[src/hdl/assert_macros.svh]
// Shared assertion macros for the packet receiver.
`ifndef ASSERT_MACROS_SVH
`define ASSERT_MACROS_SVH

// Property checked at every rising edge outside reset.
`define ASSERT_RST(lbl, clk, rst_n, prop, msg) \
    lbl: assert property (@(posedge clk) disable iff (!rst_n) prop) else $error(msg);

// Property checked at every rising edge, reset included.
`define ASSERT_ALWAYS(lbl, clk, prop, msg) \
    lbl: assert property (@(posedge clk) prop) else $error(msg);

`endif

[src/hdl/fpr_pkg.sv]
package fpr_pkg;

    // Field widths fixed by the packet format.
    localparam int BYTE_W        = 8;
    localparam int IDX_W         = 6;
    localparam int CFG_IDX_W     = 1;
    localparam int QUEUE_DEPTH   = 2;
    localparam int QPTR_W        = 1;
    localparam int QCNT_W        = 2;

    // Start, size, type, checksum and stop bytes around the payload.
    localparam int FRAME_OVERHEAD = 5;

    // Configuration register indexes.
    localparam logic [CFG_IDX_W-1:0] CFG_START_MARKER = 1'b0;
    localparam logic [CFG_IDX_W-1:0] CFG_STOP_MARKER  = 1'b1;

    // Input operation codes.
    localparam logic OP_BYTE    = 1'b0;
    localparam logic OP_CONSUME = 1'b1;

    // Result status codes.
    localparam logic STATUS_OK     = 1'b0;
    localparam logic STATUS_REJECT = 1'b1;

    // Classified input beat as it waits in the queue.
    typedef struct packed {
        logic              op;
        logic [BYTE_W-1:0] data;
        logic              is_start;
        logic              is_stop;
    } t_cmd;

    // Head of the queue as seen by the back end.
    typedef struct packed {
        logic valid;
        t_cmd cmd;
    } t_q_head;

    // Back end sequencer states.
    typedef enum logic [1:0] {
        B_IDLE,
        B_CHECK,
        B_EMIT,
        B_REJECT
    } t_back_state;

endpackage

[src/hdl/fpr_in_if.sv]
interface fpr_in_if import fpr_pkg::*; ();
    logic              valid;
    logic              ready;
    logic              op;
    logic [BYTE_W-1:0] rx_byte;

    modport source (output valid, output op, output rx_byte, input ready);
    modport sink   (input valid, input op, input rx_byte, output ready);
endinterface

[src/hdl/fpr_out_if.sv]
interface fpr_out_if import fpr_pkg::*; ();
    logic              valid;
    logic              ready;
    logic              status;
    logic [BYTE_W-1:0] pkt_byte;
    logic [IDX_W-1:0]  byte_index;
    logic              last;

    modport source (output valid, output status, output pkt_byte, output byte_index,
                    output last, input ready);
    modport sink   (input valid, input status, input pkt_byte, input byte_index,
                    input last, output ready);
endinterface

[src/hdl/fpr_ram.sv]
module fpr_ram #(
    parameter int WIDTH = 8,
    parameter int DEPTH = 74
) (
    input  logic                     i_clk,
    input  logic                     i_we,
    input  logic [$clog2(DEPTH)-1:0] i_waddr,
    input  logic [WIDTH-1:0]         i_wdata,
    input  logic                     i_re,
    input  logic [$clog2(DEPTH)-1:0] i_raddr,
    output logic [WIDTH-1:0]         o_rdata
);

    logic [WIDTH-1:0] r_mem [DEPTH];
    logic [WIDTH-1:0] r_rdata;

    // One write port and one registered read port; read data holds between reads.
    always_ff @(posedge i_clk) begin
        if (i_we) begin
            r_mem[i_waddr] <= i_wdata;
        end
        if (i_re) begin
            r_rdata <= r_mem[i_raddr];
        end
    end

    assign o_rdata = r_rdata;

endmodule

[src/hdl/fpr_front.sv]
module fpr_front import fpr_pkg::*; (
    fpr_in_if.sink             i_in,
    input  logic [BYTE_W-1:0]  i_start_marker,
    input  logic [BYTE_W-1:0]  i_stop_marker,
    input  logic               i_full,
    output logic               o_push,
    output t_cmd               o_cmd
);

    // Take a beat whenever the queue has room.
    assign i_in.ready = !i_full;
    assign o_push     = i_in.valid && !i_full;

    // Classify the byte against the framing markers on the way in.
    always_comb begin
        o_cmd.op       = i_in.op;
        o_cmd.data     = i_in.rx_byte;
        o_cmd.is_start = (i_in.rx_byte == i_start_marker);
        o_cmd.is_stop  = (i_in.rx_byte == i_stop_marker);
    end

endmodule

[src/hdl/fpr_queue.sv]
`include "assert_macros.svh"

module fpr_queue import fpr_pkg::*; (
    input  logic    i_clk,
    input  logic    i_rst_n,
    input  logic    i_push,
    input  t_cmd    i_cmd,
    output logic    o_full,
    input  logic    i_pop,
    output t_q_head o_head
);

    t_cmd              r_mem [QUEUE_DEPTH];
    logic [QPTR_W-1:0] r_wr_ptr;
    logic [QPTR_W-1:0] r_rd_ptr;
    logic [QCNT_W-1:0] r_count;

    assign o_full         = (r_count == QCNT_W'(QUEUE_DEPTH));
    assign o_head.valid   = (r_count != '0);
    assign o_head.cmd     = r_mem[r_rd_ptr];

    // Pointers and fill level.
    always_ff @(posedge i_clk) begin
        if (!i_rst_n) begin
            r_wr_ptr <= '0;
            r_rd_ptr <= '0;
            r_count  <= '0;
        end else begin
            if (i_push) begin
                r_wr_ptr <= r_wr_ptr + 1'b1;
            end
            if (i_pop) begin
                r_rd_ptr <= r_rd_ptr + 1'b1;
            end
            r_count <= r_count + QCNT_W'(i_push) - QCNT_W'(i_pop);
        end
    end

    // Entry storage.
    always_ff @(posedge i_clk) begin
        if (i_push) begin
            r_mem[r_wr_ptr] <= i_cmd;
        end
    end

    `ASSERT_RST(a_no_push_when_full, i_clk, i_rst_n, i_push |-> !o_full, "queue push while full")
    `ASSERT_RST(a_no_pop_when_empty, i_clk, i_rst_n, i_pop |-> o_head.valid, "queue pop while empty")

endmodule

[src/hdl/fpr_back.sv]
`include "assert_macros.svh"

module fpr_back import fpr_pkg::*; #(
    parameter int MAX_PAYLOAD = 32
) (
    input  logic              i_clk,
    input  logic              i_rst_n,
    input  logic [BYTE_W-1:0] i_start_marker,
    input  logic [BYTE_W-1:0] i_stop_marker,
    input  t_q_head           i_head,
    output logic              o_pop,
    fpr_out_if.source         o_out
);

    localparam int PKT_MAX = MAX_PAYLOAD + FRAME_OVERHEAD;
    localparam int CNT_W   = $clog2(PKT_MAX + 1);
    localparam int ADDR_W  = $clog2(2 * PKT_MAX);
    localparam int SUM_W   = BYTE_W + 1;

    t_back_state r_state, n_state;

    // Buffer bookkeeping.
    logic [CNT_W-1:0] r_fill_cnt [2];
    logic [CNT_W-1:0] n_fill_cnt [2];
    logic [1:0]       r_ready, n_ready;
    logic             r_fill_sel, n_fill_sel;
    logic             r_in_pkt, n_in_pkt;

    // Consume walk.
    logic             r_sel, n_sel;
    logic [CNT_W-1:0] r_len, n_len;
    logic [CNT_W-1:0] r_rd_cnt, n_rd_cnt;
    logic             r_pend, n_pend;
    logic [CNT_W-1:0] r_pend_idx, n_pend_idx;
    logic [BYTE_W-1:0] r_xor, n_xor;
    logic             r_bad, n_bad;

    // Output register.
    logic              r_out_vld, n_out_vld;
    logic              r_out_status, n_out_status;
    logic [BYTE_W-1:0] r_pkt_byte, n_pkt_byte;
    logic [IDX_W-1:0]  r_out_idx, n_out_idx;
    logic              r_out_last, n_out_last;

    // Store ports.
    logic              ram_we;
    logic [ADDR_W-1:0] ram_waddr;
    logic [BYTE_W-1:0] ram_wdata;
    logic              rd_issue;
    logic [ADDR_W-1:0] ram_raddr;
    logic [BYTE_W-1:0] ram_rdata;

    // Control terms shared by the sequencer and the datapath.
    logic             out_free;
    logic             rd_more;
    logic             pend_last;
    logic             emit_load;
    logic             rej_load;
    logic             chk_last;
    logic             chk_fail;
    logic             byte_go;
    logic             cons_go;
    logic             cons_idx;
    logic [CNT_W-1:0] cons_len;
    logic             free_now;
    logic [1:0]       ready_after;

    fpr_ram #(
        .WIDTH (BYTE_W),
        .DEPTH (2 * PKT_MAX)
    ) u_store (
        .i_clk   (i_clk),
        .i_we    (ram_we),
        .i_waddr (ram_waddr),
        .i_wdata (ram_wdata),
        .i_re    (rd_issue),
        .i_raddr (ram_raddr),
        .o_rdata (ram_rdata)
    );

    assign out_free  = !r_out_vld || o_out.ready;
    assign rd_more   = (r_rd_cnt != r_len);
    assign pend_last = (r_pend_idx == r_len - CNT_W'(1));
    assign emit_load = (r_state == B_EMIT) && r_pend && out_free;
    assign rej_load  = (r_state == B_REJECT) && out_free;
    assign chk_last  = (r_state == B_CHECK) && r_pend && pend_last;
    assign chk_fail  = r_bad || (ram_rdata != i_stop_marker) || (r_xor != '0);
    assign free_now  = (emit_load && pend_last) || rej_load;

    // Reads run one byte per cycle in the check pass; in the emit pass a read
    // is only issued when the previous byte leaves for the output register.
    assign rd_issue = ((r_state == B_CHECK) && rd_more)
                   || ((r_state == B_EMIT) && rd_more && (!r_pend || emit_load));
    assign ram_raddr = (r_sel ? ADDR_W'(PKT_MAX) : '0) + ADDR_W'(r_rd_cnt);

    assign o_pop    = (r_state == B_IDLE) && i_head.valid;
    assign byte_go  = o_pop && (i_head.cmd.op == OP_BYTE);
    assign cons_go  = o_pop && (i_head.cmd.op == OP_CONSUME) && (|r_ready);
    assign cons_idx = !r_ready[0];
    assign cons_len = r_fill_cnt[cons_idx];

    always_comb begin
        ready_after           = r_ready;
        ready_after[r_sel]    = 1'b0;
    end

    // Next state.
    always_comb begin
        n_state = r_state;
        unique case (r_state)
            B_IDLE: begin
                if (cons_go) begin
                    n_state = (cons_len < CNT_W'(FRAME_OVERHEAD)) ? B_REJECT : B_CHECK;
                end
            end
            B_CHECK: begin
                if (chk_last) begin
                    n_state = chk_fail ? B_REJECT : B_EMIT;
                end
            end
            B_EMIT: begin
                if (emit_load && pend_last) begin
                    n_state = B_IDLE;
                end
            end
            B_REJECT: begin
                if (rej_load) begin
                    n_state = B_IDLE;
                end
            end
            default: begin
                n_state = B_IDLE;
            end
        endcase
    end

    // Datapath and bookkeeping updates.
    always_comb begin
        logic             fill;
        logic             other;
        logic [CNT_W-1:0] cnt_eff;
        logic             do_store;

        n_fill_cnt   = r_fill_cnt;
        n_ready      = r_ready;
        n_fill_sel   = r_fill_sel;
        n_in_pkt     = r_in_pkt;
        n_sel        = r_sel;
        n_len        = r_len;
        n_rd_cnt     = r_rd_cnt;
        n_pend       = r_pend;
        n_pend_idx   = r_pend_idx;
        n_xor        = r_xor;
        n_bad        = r_bad;
        n_out_vld    = r_out_vld && !o_out.ready;
        n_out_status = r_out_status;
        n_pkt_byte   = r_pkt_byte;
        n_out_idx    = r_out_idx;
        n_out_last   = r_out_last;
        ram_we       = 1'b0;
        ram_waddr    = '0;
        ram_wdata    = i_head.cmd.data;

        fill     = r_fill_sel;
        cnt_eff  = r_fill_cnt[r_fill_sel];
        do_store = 1'b0;

        // Received byte: hunt for start, collect, close on stop.
        if (byte_go) begin
            if (!r_in_pkt) begin
                if (i_head.cmd.is_start && !(r_ready[0] && r_ready[1])) begin
                    fill       = r_ready[r_fill_sel] ? !r_fill_sel : r_fill_sel;
                    n_fill_sel = fill;
                    cnt_eff    = '0;
                    do_store   = 1'b1;
                end
            end else if (cnt_eff >= CNT_W'(PKT_MAX)) begin
                // Overflow abandons the packet.
                n_fill_cnt[fill] = '0;
                n_in_pkt         = 1'b0;
            end else begin
                do_store = 1'b1;
            end
        end
        other = !fill;

        if (do_store) begin
            ram_we           = 1'b1;
            ram_waddr        = (fill ? ADDR_W'(PKT_MAX) : '0) + ADDR_W'(cnt_eff);
            n_fill_cnt[fill] = cnt_eff + CNT_W'(1);
            n_in_pkt         = 1'b1;
            if (i_head.cmd.is_stop) begin
                n_ready[fill] = 1'b1;
                n_in_pkt      = 1'b0;
                if (!r_ready[other]) begin
                    n_fill_sel        = other;
                    n_fill_cnt[other] = '0;
                end
            end
        end

        // Consume request: latch the buffer and clear the check state.
        if (cons_go) begin
            n_sel    = cons_idx;
            n_len    = cons_len;
            n_rd_cnt = '0;
            n_pend   = 1'b0;
            n_xor    = '0;
            n_bad    = 1'b0;
        end

        // Check pass: frame fields and running checksum over size to checksum.
        if (r_state == B_CHECK) begin
            n_pend = rd_issue;
            if (rd_issue) begin
                n_rd_cnt   = r_rd_cnt + CNT_W'(1);
                n_pend_idx = r_rd_cnt;
            end
            if (r_pend) begin
                if (r_pend_idx == '0) begin
                    n_bad = n_bad || (ram_rdata != i_start_marker);
                end
                if (r_pend_idx == CNT_W'(1)) begin
                    n_bad = n_bad || (ram_rdata > BYTE_W'(MAX_PAYLOAD))
                         || ((SUM_W'(ram_rdata) + SUM_W'(FRAME_OVERHEAD)) != SUM_W'(r_len));
                end
                if ((r_pend_idx != '0) && !pend_last) begin
                    n_xor = r_xor ^ ram_rdata;
                end
            end
            if (chk_last) begin
                n_rd_cnt = '0;
                n_pend   = 1'b0;
            end
        end

        // Emit pass: move each byte read into the output register.
        if (r_state == B_EMIT) begin
            n_pend = rd_issue || (r_pend && !emit_load);
            if (rd_issue) begin
                n_rd_cnt   = r_rd_cnt + CNT_W'(1);
                n_pend_idx = r_rd_cnt;
            end
        end

        if (emit_load) begin
            n_out_vld    = 1'b1;
            n_out_status = STATUS_OK;
            n_pkt_byte   = ram_rdata;
            n_out_idx    = IDX_W'(r_pend_idx);
            n_out_last   = pend_last;
        end

        if (rej_load) begin
            n_out_vld    = 1'b1;
            n_out_status = STATUS_REJECT;
            n_pkt_byte   = '0;
            n_out_idx    = '0;
            n_out_last   = 1'b1;
        end

        // Free the consumed buffer and repoint filling if it is stuck on a full one.
        if (free_now) begin
            n_fill_cnt[r_sel] = '0;
            n_ready[r_sel]    = 1'b0;
            if (!r_in_pkt && ready_after[r_fill_sel]) begin
                n_fill_sel = r_sel;
            end
        end
    end

    // Control registers.
    always_ff @(posedge i_clk) begin
        if (!i_rst_n) begin
            r_state       <= B_IDLE;
            r_fill_cnt[0] <= '0;
            r_fill_cnt[1] <= '0;
            r_ready       <= '0;
            r_fill_sel    <= 1'b0;
            r_in_pkt      <= 1'b0;
            r_rd_cnt      <= '0;
            r_pend        <= 1'b0;
            r_out_vld     <= 1'b0;
        end else begin
            r_state    <= n_state;
            r_fill_cnt <= n_fill_cnt;
            r_ready    <= n_ready;
            r_fill_sel <= n_fill_sel;
            r_in_pkt   <= n_in_pkt;
            r_rd_cnt   <= n_rd_cnt;
            r_pend     <= n_pend;
            r_out_vld  <= n_out_vld;
        end
    end

    // Payload registers.
    always_ff @(posedge i_clk) begin
        r_sel        <= n_sel;
        r_len        <= n_len;
        r_pend_idx   <= n_pend_idx;
        r_xor        <= n_xor;
        r_bad        <= n_bad;
        r_out_status <= n_out_status;
        r_pkt_byte   <= n_pkt_byte;
        r_out_idx    <= n_out_idx;
        r_out_last   <= n_out_last;
    end

    assign o_out.valid      = r_out_vld;
    assign o_out.status     = r_out_status;
    assign o_out.pkt_byte   = r_pkt_byte;
    assign o_out.byte_index = r_out_idx;
    assign o_out.last       = r_out_last;

    `ASSERT_RST(a_no_store_while_busy, i_clk, i_rst_n, (r_state != B_IDLE) |-> !ram_we, "store written during a consume walk")
    `ASSERT_RST(a_fill_not_ready, i_clk, i_rst_n, r_in_pkt |-> !r_ready[r_fill_sel], "filling a buffer that is already ready")
    `ASSERT_RST(a_emit_in_range, i_clk, i_rst_n, emit_load |-> ((r_pend_idx < r_len) && (r_len >= CNT_W'(FRAME_OVERHEAD))), "emitted byte outside the packet")
    `ASSERT_RST(a_free_clears, i_clk, i_rst_n, free_now |=> (r_state == B_IDLE) && !r_ready[r_sel], "consumed buffer not freed")

endmodule

[src/hdl/framed_packet_receiver_double_buffer.sv]
// Channel   Dir   Beat contents                         Handshake
// i_in      in    op, rx_byte                           valid / ready
// o_out     out   status, pkt_byte, byte_index, last    valid / ready
// i_cfg_*   in    register index, write data            write enable only
//
// A received byte passes the two-entry queue before the back end takes it.
// A consume request walks the chosen buffer twice through the store's single read port:
// a check pass over the whole frame, then one output beat per cycle while the sink is ready.
// A packet that fails the check, or is too short to check, yields a single reject beat.
// Reset is synchronous and active low; the store itself is not cleared.
// The two-entry queue lets the front keep queueing beats while a result waits, until it fills.
module framed_packet_receiver_double_buffer import fpr_pkg::*; #(
    parameter int MAX_PAYLOAD = 32
) (
    input  logic                 i_clk,
    input  logic                 i_rst_n,
    fpr_in_if.sink               i_in,
    fpr_out_if.source            o_out,
    input  logic                 i_cfg_we,
    input  logic [CFG_IDX_W-1:0] i_cfg_idx,
    input  logic [BYTE_W-1:0]    i_cfg_data
);

    logic [BYTE_W-1:0] r_start_marker;
    logic [BYTE_W-1:0] r_stop_marker;

    logic    q_push;
    logic    q_full;
    logic    q_pop;
    t_cmd    q_cmd;
    t_q_head q_head;

    // Configuration registers.
    always_ff @(posedge i_clk) begin
        if (!i_rst_n) begin
            r_start_marker <= 8'd2;
            r_stop_marker  <= 8'd3;
        end else if (i_cfg_we) begin
            unique case (i_cfg_idx)
                CFG_START_MARKER: r_start_marker <= i_cfg_data;
                CFG_STOP_MARKER:  r_stop_marker  <= i_cfg_data;
                default: begin
                end
            endcase
        end
    end

    fpr_front u_front (
        .i_in           (i_in),
        .i_start_marker (r_start_marker),
        .i_stop_marker  (r_stop_marker),
        .i_full         (q_full),
        .o_push         (q_push),
        .o_cmd          (q_cmd)
    );

    fpr_queue u_queue (
        .i_clk   (i_clk),
        .i_rst_n (i_rst_n),
        .i_push  (q_push),
        .i_cmd   (q_cmd),
        .o_full  (q_full),
        .i_pop   (q_pop),
        .o_head  (q_head)
    );

    fpr_back #(
        .MAX_PAYLOAD (MAX_PAYLOAD)
    ) u_back (
        .i_clk          (i_clk),
        .i_rst_n        (i_rst_n),
        .i_start_marker (r_start_marker),
        .i_stop_marker  (r_stop_marker),
        .i_head         (q_head),
        .o_pop          (q_pop),
        .o_out          (o_out)
    );

endmodule

[src/flat_wrapper.sv]
// flat-port wrapper written by rule: the top's interface ports become plain ports
module framed_packet_receiver_double_buffer_flat import fpr_pkg::*;
#(
    parameter int MAX_PAYLOAD = 32
)
  (i_clk, i_rst_n, i_cfg_we, i_cfg_idx, i_cfg_data, i_in_valid, i_in_op, i_in_rx_byte, i_in_ready, o_out_valid, o_out_status, o_out_pkt_byte, o_out_byte_index, o_out_last, o_out_ready);
  fpr_in_if i_in_i ();
  fpr_out_if o_out_i ();
  input  logic i_clk;
  input  logic i_rst_n;
  input  logic i_cfg_we;
  input  logic [CFG_IDX_W-1:0] i_cfg_idx;
  input  logic [BYTE_W-1:0] i_cfg_data;
  input wire logic [$bits(i_in_i.valid)-1:0] i_in_valid;
  input wire logic [$bits(i_in_i.op)-1:0] i_in_op;
  input wire logic [$bits(i_in_i.rx_byte)-1:0] i_in_rx_byte;
  output wire logic [$bits(i_in_i.ready)-1:0] i_in_ready;
  output wire logic [$bits(o_out_i.valid)-1:0] o_out_valid;
  output wire logic [$bits(o_out_i.status)-1:0] o_out_status;
  output wire logic [$bits(o_out_i.pkt_byte)-1:0] o_out_pkt_byte;
  output wire logic [$bits(o_out_i.byte_index)-1:0] o_out_byte_index;
  output wire logic [$bits(o_out_i.last)-1:0] o_out_last;
  input wire logic [$bits(o_out_i.ready)-1:0] o_out_ready;
  assign i_in_i.valid = i_in_valid;
  assign i_in_i.op = i_in_op;
  assign i_in_i.rx_byte = i_in_rx_byte;
  assign i_in_ready = i_in_i.ready;
  assign o_out_valid = o_out_i.valid;
  assign o_out_status = o_out_i.status;
  assign o_out_pkt_byte = o_out_i.pkt_byte;
  assign o_out_byte_index = o_out_i.byte_index;
  assign o_out_last = o_out_i.last;
  assign o_out_i.ready = o_out_ready;
  framed_packet_receiver_double_buffer #(.MAX_PAYLOAD(MAX_PAYLOAD)) u_core (.i_clk(i_clk), .i_rst_n(i_rst_n), .i_in(i_in_i), .o_out(o_out_i), .i_cfg_we(i_cfg_we), .i_cfg_idx(i_cfg_idx), .i_cfg_data(i_cfg_data));
endmodule
[config.mk]
export PLATFORM = sky130hd
export DESIGN_NAME = framed_packet_receiver_double_buffer_flat
export DESIGN_NICKNAME = d
export VERILOG_FILES = /design/src/hdl/fpr_pkg.sv /design/src/hdl/fpr_in_if.sv /design/src/hdl/fpr_out_if.sv /design/src/hdl/fpr_ram.sv /design/src/hdl/fpr_front.sv /design/src/hdl/fpr_queue.sv /design/src/hdl/fpr_back.sv /design/src/hdl/framed_packet_receiver_double_buffer.sv /design/src/flat_wrapper.sv
export VERILOG_INCLUDE_DIRS = /design/src /design/src/hdl
export SDC_FILE = /design/constraint.sdc
export NUM_CORES = 1
export LEC_CHECK = 0
export BUFFER_PORTS_ARGS = -buffer_cell sky130_fd_sc_hd__buf_2
export CAP_MARGIN = 20
export CORE_UTILIZATION = 30
export CTS_CLUSTER_SIZE = 28
export DETAILED_ROUTE_END_ITERATION = 16
export PLACE_DENSITY = 0.46
export RECOVER_POWER = 50
export SLEW_MARGIN = 5
export SYNTH_ARGS = -nofsm -noshare
export SYNTH_HDL_FRONTEND = slang
export SYNTH_SLANG_ARGS = --single-unit
[constraint.sdc]
create_clock -name i_clk -period 5.65 [get_ports i_clk]
set_input_delay 1.13 -clock i_clk [delete_from_list [all_inputs] [get_ports i_clk]]
set_output_delay 1.13 -clock i_clk [all_outputs]
set_load 0.1 [all_outputs]
-- Word level (Yosys, flattened, before mapping)
Memories as Yosys holds them, arrays and structs flattened. A register that Yosys moved wholly into a read port is not among the register bits.
Index checks and enable logic that the tools add are counted.
- RAM bits: 614
- flip-flop bits (word level): 84
- memories kept: 2
- input port bits: 23
- output and inout port bits: 18
- $add $sub $neg: 10
- eq/ne operators: 16
- reduce and logical (&&, ||, !) cells: 58
- order comparisons: 18
- bitwise gates (word level): 18
- muxes and demuxes: 99
- memory list (name ; words ; bits a word ; read ports ; clocked after Yosys merged registers in ; wr ports ; RTL line ; source):
    u_core.u_back.u_store.r_mem ; 74 ; 8 ; 1 ; 1 ; 1 ; fpr_ram.sv:14 ; logic [WIDTH-1:0] r_mem [DEPTH];
    u_core.u_queue.r_mem ; 2 ; 11 ; 1 ; 1 ; 1 ; fpr_queue.sv:13 ; t_cmd r_mem [QUEUE_DEPTH];
- operators with widths (kind ; count):
    2-to-1 mux 6 bit ; 25
    2-to-1 mux 12 bit ; 7
    2-to-1 mux 1 bit ; 46
    bitwise AND 12 bit ; 3
    inverter 12 bit ; 3
    2-to-1 mux 8 bit ; 4
    logical AND 1 bit ; 26
    demux 6 bit (select 1 bit) ; 4
    == test 8 bit ; 2
    2-to-1 mux 2 bit ; 8
    != test 8 bit ; 2
    adder 6 x 6 -> 7 bit ; 2
    adder 6 x 1 -> 6 bit, second input constant ; 2
    bitwise mux 12 bit ; 1
    logical NOT 1 bit ; 11
    >= comparator 2 bit, second input constant ; 5
    logical OR 1 bit ; 10
    inverter 1 -> 2 bit ; 5
    adder 8 x 3 -> 9 bit, second input constant ; 1
    != test 9 x 6 -> 1 bit ; 1
    greater-than comparator 8 x 6 -> 1 bit, second input constant ; 1
    < comparator 1 x 2 -> 1 bit, second input constant ; 4
    < comparator 2 x 1 -> 1 bit, second input constant ; 4
    != test 2 bit, second input constant ; 4
    other kinds (29) ; 38

-- Logic depth before layout (Yosys ltp)
- word-level depth: 19
- gate-level depth with buffers: 16
- depth with buffers taken out: 14

-- Cells and area by module
Synthesis repeated with hierarchy kept, for this count alone.
- cell total of the unflattened synthesis: 1736
- area total of the unflattened synthesis: 29314.4 µm²
- modules (own cells, without submodules) (module ; area each (µm²) ; seq. area each (µm²) ; cells an instance ; times used):
    fpr_ram ; 23232.3 ; 18017.3 ; 1073 ; 1
    fpr_back ; 4174.0 ; 1351.3 ; 510 ; 1
    fpr_queue ; 1019.7 ; 760.7 ; 55 ; 1
    framed_packet_receiver_double_buffer ; 638.1 ; 320.3 ; 65 ; 1
    fpr_front ; 250.2 ; 0.0 ; 33 ; 1

-- Worst setup path after synthesis
No wires, ideal clock.
- kind: flip-flop to flip-flop
- start: reg with a tool-made name
- end: mem u_core.u_back.u_store.r_mem[0][0], enable pin
- required time: 5.255 ns
- data arrival time: 3.634 ns
- buffers on the path: 2
- path slack: 1.621 ns
- period minus slack after synthesis: 4.029 ns
- library setup time: 0.395 ns
- cell stages (with the launch flop): 15
- cells stage by stage: dfxtp_1 mux2i_2 and3b_1 buf_4 nand4b_1 nand2_1 buf_2 ha_1 ha_1 a21oi_1 xor2_1 or3_1 mux2i_4 o21ai_4 nor4_1
- RTL lines (item ; RTL line):
    to (decl) ; fpr_ram.sv:14

==> implementation parameters <==
Parameter                              Value

Status
  Status    complete, but fails checks
  Violated checks    design-rule violations, max-capacitance violations, max-slew violations

Worst hold path
  Type of the tightest min-delay check    reg -> reg
  Hold path depth    2
  Hold path startpoint    u_core.u_back.o_out.byte_index[2]

Layout
  Leading cell type in the layout, fill and taps excluded    sky130_fd_sc_hd__edfxtp_1
  Diodes inserted    0
  Top library cells by usage in the layout, fill and taps aside    sky130_fd_sc_hd__edfxtp_1 (629), sky130_fd_sc_hd__nand2_1 (230), sky130_fd_sc_hd__mux4_2 (144), sky130_fd_sc_hd__nor2_1 (102), sky130_fd_sc_hd__clkbuf_16 (81)
  FILL cells    9219
  Fraction of final layout cells sized beyond drive strength 1    20.06%
  Post-Layout Inst Area    33920 sq um
  Post-Route Utilization    between 30% and 40%
  Layout overhead on the synthesized area    15.14%
  Number of nets in the final layout    1965

STA
  Measured slew at the worst slew-check pin    3.830 ns
  Highest clock rate    0.2076 GHz
  Setup total negative slack    0 ns
  Fin crit share    between 80% and 90%
  Pins Over Slew Limit    514
  Worst Clk Skew    ~0.03 ns
  Endpoints failing setup    0
  Unrepaired setup endpoints after global routing    false
  Fin crit period    a little under 5 ns
  Final Hold Fails    0
  Relative slew slack    -155.3%

Synthesis
  Net Count, Synth    between 1500 and 2000
  Number of enable flip-flop cells after synthesis    629
  Flop and latch count out of synthesis    707
  Distinct cells, synth    82
  Fraction of synthesis flops using an asynchronous set or reset pin    0%
  Post-synthesis cell count    1840
  Average cell area after synthesis    ~16 sq um
  Post-Synthesis Cell Area    29460 sq um
  Portion of synthesized cell area occupied by the leading cell type    64.11%
  Flip-flop cell with the highest count after synthesis    sky130_fd_sc_hd__edfxtp_1
  Count of synthesis-stage warnings from yosys    0
  Cell taking the most area after synthesis    sky130_fd_sc_hd__edfxtp_1
  Sequential share of the synthesized area    69.41%
  Largest cells by area after synthesis    sky130_fd_sc_hd__edfxtp_1 (64%), sky130_fd_sc_hd__mux4_2 (11%), sky130_fd_sc_hd__dfxtp_1 (5.3%), sky130_fd_sc_hd__nand2_1 (2.9%), sky130_fd_sc_hd__xnor2_1 (1.3%)

Placed design
  Total of buffers placed on input and output ports    40
  Instance area at placement    approximately 31000 sq um
  GP Congestion    roughly 0.88
  HPWL after DPL    between 40000 and 50000 um

Critical path
  WP data arrival    around 4.8 ns
  Worst R2R Path Depth    3
  Critical Path End Type    register
  Critical path class    reg -> reg
  Ordered cell list for the critical path    clkbuf_1 > mux2_1 > clkbuf_1
  Kind of start point of the critical path    register
  Worst-case register-to-register setup slack    0.83 ns
  Delay of the slowest cell on the worst path    between 2 and 2.5 ns
  Slowest-stage cell, CP    sky130_fd_sc_hd__clkbuf_1
  Critical path fanouts, max    58
  Cell with the most instances on the worst path    sky130_fd_sc_hd__clkbuf_1
  Required time of the critical path    5.61 ns

Routing
  Detailed-route wire length    78830 um
  Average routed wire per standard cell    roughly 24 um
  Number of nets still failing antenna checks after routing    0
  Overall via count from detail_route    16475
  Detailed-routing iteration count for the pre-antenna-repair pass    13
  DRC violations left    2
  Number of violations reported at the end of detailed-routing iteration 0    1446
  Vias per Instance    5.046

Clock network
  Number of clock buffers inserted by TritonCTS    79
  CTS tree    built
  Count of instances resized after the clock tree is built    0
  Master cell of the clock root buffer    sky130_fd_sc_hd__clkbuf_16
  Worst-path clk slew    roughly 0.060 ns
  Clk sinks    707
  Clock insertion delay at the later pin of the skew report    approximately 0.65 ns
  Buffer depth of the longest clock path    3
  Level count of the clock H-tree    3
  Hold-fix buffers at CTS    0
  Post-CTS setup buffers    0

Power
  Pwr per Cell Area    between 300 and 400 nW/um^2
  Combinational power share    about an eighth
  Leakage power figure    between 10 and 15 nW
  Internal    0.009575 W
  Switching power share of the total    26.02%
  Reg power frac    49.1%
  Power dissipated by switching net loads    0.003367 W
  Clock share of power    39.2%
  IR drop worst, VDD    0.1753 mV

Floorplanning
  Horizontal die dimension    315.4 um
  Placeable Area    96990 sq um
  Area enclosed by the die boundary    99460 sq um
  Number of primary I/O pins    41
  Chip Height    between 300 and 400 um
  Placement row count    114
  Starting density of the core    30.38%

Global route
  First-pass GRT wire length    116000 um
  Total GRT Usage    15.98%
  Total overflow reported by the global router    0
  Maximum number of pins on one net before global-route repair    75
  Number of antenna violations at the first check in global routing    2
  Number of global-route vias before repair    17097

Job
  Max-capacitance violation count    9
-- cell type report --
cell class	count	area (sq um)	share of cell area (%)
tap	1276	1597	4.706
clock inverter	51	432.9	1.276
timing repair buffer	96	634.4	1.870
inverter	21	78.83	0.2324
multi-input combinational	1020	8616	25.40
clock buffer	94	2116	6.237
sequential	707	20450	60.28
-- synthesized netlist by cell type (all sizes together), types with 3 or more instances --
| master | instances |
|---|---|
| buf | 37 |
| nor4b | 3 |
| nor2 | 102 |
| xor2 | 21 |
| o21a | 3 |
| clkbuf | 55 |
| xnor2 | 45 |
| a21oi | 73 |
| a21o | 6 |
| nand2b | 11 |
| nand3 | 44 |
| and2 | 10 |
| dfxtp | 78 |
| nand4 | 15 |
| a22oi | 12 |
| o22ai | 18 |
| o21ai | 28 |
| and3b | 3 |
| and3 | 15 |
| nand3b | 4 |
| nor4 | 17 |
| mux2i | 37 |
| nand2 | 232 |
| mux4 | 144 |
| inv | 21 |
| nor3b | 8 |
| nor3 | 34 |
| mux2 | 25 |
| a211oi | 9 |
| edfxtp | 629 |
| or3 | 6 |
| ha | 17 |
| nor2b | 20 |
| or2 | 5 |
| o221ai | 4 |
| a31oi | 24 |
-- power groups by stage --
stage          Combinational, W  Sequential [W]  Clock, W
6_report                0.00152         0.00635   0.00507
5_1_grt                 0.00166         0.00636   0.00536
4_1_cts                 0.00160         0.00629   0.00519
3_5_place_dp            0.00161         0.00641         0
3_3_place_gp            0.00160         0.00640         0
2_1_floorplan          0.000863         0.00641         0
-- state kept, by name, summed over array words and instances, names as in the netlist, 2 cells and up, named ones only --
register / cells
u_core.u_back.r_rd_cnt: 6
u_core.u_back.r_fill_cnt: 12
u_core.u_back.r_pend_idx: 6
u_core.u_back.o_out.byte_index: 6
u_core.u_back.o_out.pkt_byte: 8
u_core.r_start_marker: 8
u_core.u_back.r_xor: 8
u_core.u_back.u_store.o_rdata: 8
u_core.r_stop_marker: 8
u_core.u_back.r_state: 2
u_core.u_queue.r_count: 2
u_core.u_back.r_ready: 2
u_core.u_queue.r_mem: 22
u_core.u_back.u_store.r_mem: 592
u_core.u_back.r_len: 6
-- logic make-up after synthesis --
kind of cell             after synthesis  share of synthesized area [%]
flip-flops                           707                          69.41
AND/OR/NAND/NOR                      533                          8.668
multiplexers                         206                          13.29
AO/OA/AOI/OAI                        198                          4.294
buffers and inverters                113                          1.631
XOR/XNOR                              66                          1.988
adder cells (fa/ha/maj)               17                         0.7219
-- layer usage --
layer / wire (um) / vias up / GRT usage, %
li1: - / 7327 / -
met1: 35800 / 8564 / 22.03
met2: 37170 / 445 / 25.68
met3: 3922 / 137 / 3.135
met4: 1937 / 2 / 4.436
met5: 9 / - / 0
-- worst paths after layout --
| check | end |
|---|---|
| setup / recovery | u_core.u_back.u_store.r_mem[36][6] |
| hold / removal | u_core.u_back.o_out.byte_index[2] |
| setup reg to reg | u_core.u_back.u_store.r_mem[36][6] |
| hold reg to reg | u_core.u_back.o_out.byte_index[2] |
-- critical path, delay by kind of cell, from the launching register on --
| family | cells | cell delay, ns |
|---|---|---|
| buffers and inverters | 2 | 2.85 |
| muxes | 1 | 0.76 |
| DFF | 1 | 0.35 |
-- through the flow --
step	instances	setup slack [ns]	power, W	hold slack (ns)
after floorplan	1840	1.621	0.007275	0.4257
after global placement	3118	1.241	0.008005	0.4327
after detailed placement	3118	1.203	0.008011	0.4481
after CTS	3263	1.150	0.01308	0.4562
after global routing	3265	0.4472	0.01338	0.4808
final	3265	0.8338	0.01294	0.4538
No activity file was read; power rests on OpenSTA's default activity.
